### src/rtl/core/zip_stored_archive_writer_defines.svh
// Assertion macros for the stored ZIP archive writer.
// Used by the back end, which checks its own sequencing.
`ifndef ZIP_STORED_ARCHIVE_WRITER_DEFINES_SVH
`define ZIP_STORED_ARCHIVE_WRITER_DEFINES_SVH

// same-cycle implication
`define ZSAW_ASSERT_NOW(label, clk, rst, ante, cons, msg) \
   label: assert property (@(posedge clk) disable iff (rst) (ante) |-> (cons)) \
      else $error(msg);

// next-cycle implication
`define ZSAW_ASSERT_NEXT(label, clk, rst, ante, cons, msg) \
   label: assert property (@(posedge clk) disable iff (rst) (ante) |=> (cons)) \
      else $error(msg);

`endif

### src/rtl/core/zsaw_pkg.sv
// Shared types, constants and the CRC-32 byte step for the ZIP archive writer.
// No dependencies.
package zsaw_pkg;

   localparam logic [2:0] MODE_NAME   = 3'd0;
   localparam logic [2:0] MODE_DATA   = 3'd1;
   localparam logic [2:0] MODE_END    = 3'd2;
   localparam logic [2:0] MODE_FINISH = 3'd3;
   localparam logic [2:0] MODE_PULL   = 3'd4;

   localparam logic CSR_DOS_TIME = 1'b0;
   localparam logic CSR_DOS_DATE = 1'b1;

   localparam logic [31:0] CRC_POLY    = 32'hEDB8_8320;
   localparam logic [31:0] ALL_ONES    = 32'hFFFF_FFFF;
   localparam logic [31:0] SIG_LOCAL   = 32'h0403_4b50;
   localparam logic [31:0] SIG_CENTRAL = 32'h0201_4b50;
   localparam logic [31:0] SIG_END     = 32'h0605_4b50;
   localparam logic [15:0] ZIP_VERSION = 16'd20;
   localparam logic [15:0] DATE_RESET  = 16'h0021;
   localparam int LOCAL_LEN   = 30;
   localparam int CENTRAL_LEN = 46;
   localparam int END_LEN     = 22;
   localparam int Q_DEPTH     = 4;

   typedef struct packed {
      logic [2:0] mode;
      logic [7:0] in_byte;
   } req_type;

   typedef struct packed {
      logic [7:0] out_byte;
      logic       archive_end;
      logic       dropped;
   } rsp_type;

   typedef enum logic [2:0] {
      OP_NAME,
      OP_DATA,
      OP_END,
      OP_FINISH,
      OP_PULL
   } op_kind_type;

   typedef struct packed {
      op_kind_type kind;
      logic [7:0]  value;
   } op_type;

   function automatic logic [31:0] crc_byte(input logic [31:0] crc, input logic [7:0] b);
      logic [31:0] r;
      r = crc ^ {24'd0, b};
      for (int i = 0; i < 8; i++) begin
         r = r[0] ? ((r >> 1) ^ CRC_POLY) : (r >> 1);
      end
      return r;
   endfunction

endpackage

### src/rtl/core/zsaw_front.sv
// Front end: accepts requests, classifies the mode and queues operations.
// Depends on zsaw_pkg.
module zsaw_front
   import zsaw_pkg::*;
(
   input  logic    clock,
   input  logic    reset,
   input  logic    req_valid,
   output logic    req_stall,
   input  req_type req_data,
   output logic    op_valid,
   output op_type  op_data,
   input  logic    op_pop
);

   localparam int PW = $clog2(Q_DEPTH);
   localparam int CNTW = $clog2(Q_DEPTH + 1);

   op_type          q_ff [Q_DEPTH];
   logic [PW-1:0]   wr_ptr_ff, wr_ptr_in;
   logic [PW-1:0]   rd_ptr_ff, rd_ptr_in;
   logic [CNTW-1:0] count_ff, count_in;
   op_type          op_new;
   logic            known;
   logic            push;

   always_comb begin
      op_new.value = req_data.in_byte;
      op_new.kind  = OP_PULL;
      known        = 1'b1;
      case (req_data.mode)
         MODE_NAME:   op_new.kind = OP_NAME;
         MODE_DATA:   op_new.kind = OP_DATA;
         MODE_END:    op_new.kind = OP_END;
         MODE_FINISH: op_new.kind = OP_FINISH;
         MODE_PULL:   op_new.kind = OP_PULL;
         default:     known = 1'b0;
      endcase
   end

   assign req_stall = (count_ff == CNTW'(Q_DEPTH));
   assign push      = req_valid && !req_stall && known;
   assign op_valid  = (count_ff != '0);
   assign op_data   = q_ff[rd_ptr_ff];

   always_comb begin
      wr_ptr_in = push ? PW'(wr_ptr_ff + PW'(1)) : wr_ptr_ff;
      rd_ptr_in = op_pop ? PW'(rd_ptr_ff + PW'(1)) : rd_ptr_ff;
      count_in  = CNTW'(count_ff + CNTW'(push) - CNTW'(op_pop));
   end

   always_ff @(posedge clock) begin
      if (reset) begin
         wr_ptr_ff <= '0;
         rd_ptr_ff <= '0;
         count_ff  <= '0;
      end else begin
         wr_ptr_ff <= wr_ptr_in;
         rd_ptr_ff <= rd_ptr_in;
         count_ff  <= count_in;
      end
      if (push) begin
         q_ff[wr_ptr_ff] <= op_new;
      end
   end

endmodule

### config.mk
export PLATFORM = sky130hd
export DESIGN_NAME = zsaw_front
export DESIGN_NICKNAME = d
export VERILOG_FILES = /design/src/rtl/core/zip_stored_archive_writer_defines.svh /design/src/rtl/core/zsaw_pkg.sv /design/src/rtl/core/zsaw_front.sv
export SDC_FILE = /design/constraint.sdc
export NUM_CORES = 1
export LEC_CHECK = 0
export BUFFER_PORTS_ARGS = -buffer_cell sky130_fd_sc_hd__buf_2
export CELL_PAD_IN_SITES_DETAIL_PLACEMENT = 0
export CELL_PAD_IN_SITES_GLOBAL_PLACEMENT = 1
export CORE_MARGIN = 8
export CORE_UTILIZATION = 48
export CTS_CLUSTER_SIZE = 10
export DETAILED_ROUTE_END_ITERATION = 10
export PLACE_DENSITY_LB_ADDON = 0.1
export SYNTH_ARGS = -nofsm -noshare
export SYNTH_HDL_FRONTEND = slang
export SYNTH_SLANG_ARGS = --single-unit
### constraint.sdc
create_clock -name clock -period 2.7 [get_ports clock]
set_input_delay 0.675 -clock clock [delete_from_list [all_inputs] [get_ports clock]]
set_output_delay 0.675 -clock clock [all_outputs]
set_load 0.005 [all_outputs]
==> reports/metrics.yaml <==
status: "complete, no violations"
avgSynthCellArea_sq_um: 19.09
ant_nets: 0
finalCritPeriodShare: 0.8181
synth_top_family_by_area: "multiplexers"
hold_start: "wr_ptr_ff[1]"
synth_compound_area_frac: 0.002405
fin_tns_setup_ns: 0
cp.arrival_ns: 1.53
final_area_sq_um: 2366
leakagePower_nw: 0.8499
cts-resized-gates: 0
slowest_stage: "mux4_2"
r2r_start: "count_ff[2]"
hp-class: "register to register"
crit_fanout: 11
routed_via_density: 5.021
antenna_cells: 0
drtPass1Iterations: 4
post-place-ws_ns: 0.1721
grt_max_degree: 16
gp_congestion: 0.6306
layoutNonFillerInstCount: 194
dp_hpwl_mm: 2.264
post_cts_buffers: 0
post-route-drc-count: 0
synth_ff_type: "edfxtp_1"
fp.coreArea_sq_um: 4264
max-slew-margin-rel: 0.6250
hold_violations: 0
synth_nets: 131
final_cell_mix: "44 x edfxtp_1, 27 x buf_2, 11 x mux4_2"
post-route-util: 0.5549
async_flop_share: 0
overflow: 0
worst_slew_pin_slew_ns: 0.5618
post_dp_cell_area_sq_um: 2276
dieArea_sq_um: 6698
synth-seq-cells: 53
slew_violations: 0
total_power_mw: 1.675
fmax_mhz: 452.7
drive_gt1_frac: 0.3732
rsz0062_at_grt: "no"
hold_ws_ns: 0.5184
grt_usage: 0.1068
netlist_area_sq_um: 2081
period_needed_ns: 2.209
grt_pass1_vias: 1076
die_h_um: 81.84
synth.distinct_cells: 23
cts_max_level: 2
ctsHoldBuffers: 0
antenna_found_initial: 0
ir_worst_vdd_mv: 0.3461
fin_nets: 163
synth-simple-area-share: 0.05833
cpPeakStageDelay_ns: 0.54
io_pins: 28
dieWidth_um: 81.84
path_clk_slew_ns: 0.08
grt_first_pass_wirelength_mm: 5.181
r2r_cells: 10
cap_violations: 0
critPathKind: "register to output port"
post_drt_wl_per_cell_um: 16.84
yosys.area_share.adder: 0.04570
drtIter0Drc: 54
seq_area_frac_synth: 0.7216
via_count: 974
endpoint_kind: "output port"
cts_buffer_depth: 2
fin_skew_ns: 0.007806
yosys_warnings: 0
start_util: 0.4880
root_buffer: "clkbuf_8"
crit_chain: "buf_4 -> mux4_2 -> buf_2"
whs_path_depth: 2
power.density_nw_per_um2: 708.1
cts_tree: "done"
portBuffers: 27
start_kind: "register"
synth-xor-area-share: 0.01684
rows: 24
wirelength_mm: 3.266
final_common_cell: "edfxtp_1"
cp.required_ns: 2.03
syn_inst: 109
cts_num_sinks: 53
numCtsBuffers: 5
synth_mux_area_frac: 0.1311
setup_ws_ns: 0.4913
dp_cells: 186
setup_viol: 0
syn2layout_area_growth_pct: 13.71
clock_latency_ns: 0.29
synth_edf_count: 44
where the power goes:
part           internal (mW)  switching, mW
clock network          0.209          0.228
logic                  0.142          0.115
registers              0.947         0.0338
total                   1.30          0.377
metal layers:
| metal | GRT usage | part of all wire | vias to the layer above |
|---|---|---|---|
| met1 | 0.1134 | 0.41 | 482 |
| met4 | 0.04211 | 0.013 | 0 |
| met5 | 0 | 0 | - |
| met3 | 0.04376 | 0.054 | 6 |
| met2 | 0.1847 | 0.52 | 19 |
| li1 | - | - | 467 |
cells in the mapped netlist (2+ instances only):
cell type  number  area [sq um]
clkbuf_1        3         11.26
edfxtp_1       44          1321
xnor2_1         3         26.28
nand2b_1        2         12.51
ha_1            6         75.07
dfxtp_1         9         180.2
and2_2          3         22.52
nor2b_1         4         25.02
mux4_2         11         247.7
inv_1           6         22.52
nor2_1          6         22.52
state kept, by name, indices dropped and copies added, names as in the netlist, named ones only:
name       cells
wr_ptr_ff      2
count_ff       3
q_ff          44
rd_ptr_ff      2
worst max-delay path: cells and delay by family (launching register included):
family / cells / cell delay (ns)
buffers and inverters: 2 / 0.38
muxes: 1 / 0.54
DFF: 1 / 0.31
final timing paths:
check | to | slack [ns]
worst max-delay path | op_data[6] | 0.49
worst min-delay path | wr_ptr_ff[1] | 0.52
worst max register to register | count_ff[2] | 0.61
worst min register to register | wr_ptr_ff[1] | 0.52
layout make-up:
class,count,area [sq um]
fillers,338,1898
inverters,6,22.52
well taps,52,65.06
multi-input cells,45,529.3
flip-flops and latches,53,1501
clock buffers,8,90.09
repair buffers,30,157.7
cells by family after synthesis:
| kind of cell | after synthesis |
|---|---|
| adder cells (fa/ha/maj) | 7 |
| AND/OR/NAND/NOR | 20 |
| flip-flops | 53 |
| buffers and inverters | 11 |
| XOR/XNOR | 4 |
| multiplexers | 13 |
| AO/OA/AOI/OAI | 1 |
Note: power is estimated with default switching activity, not from simulation.
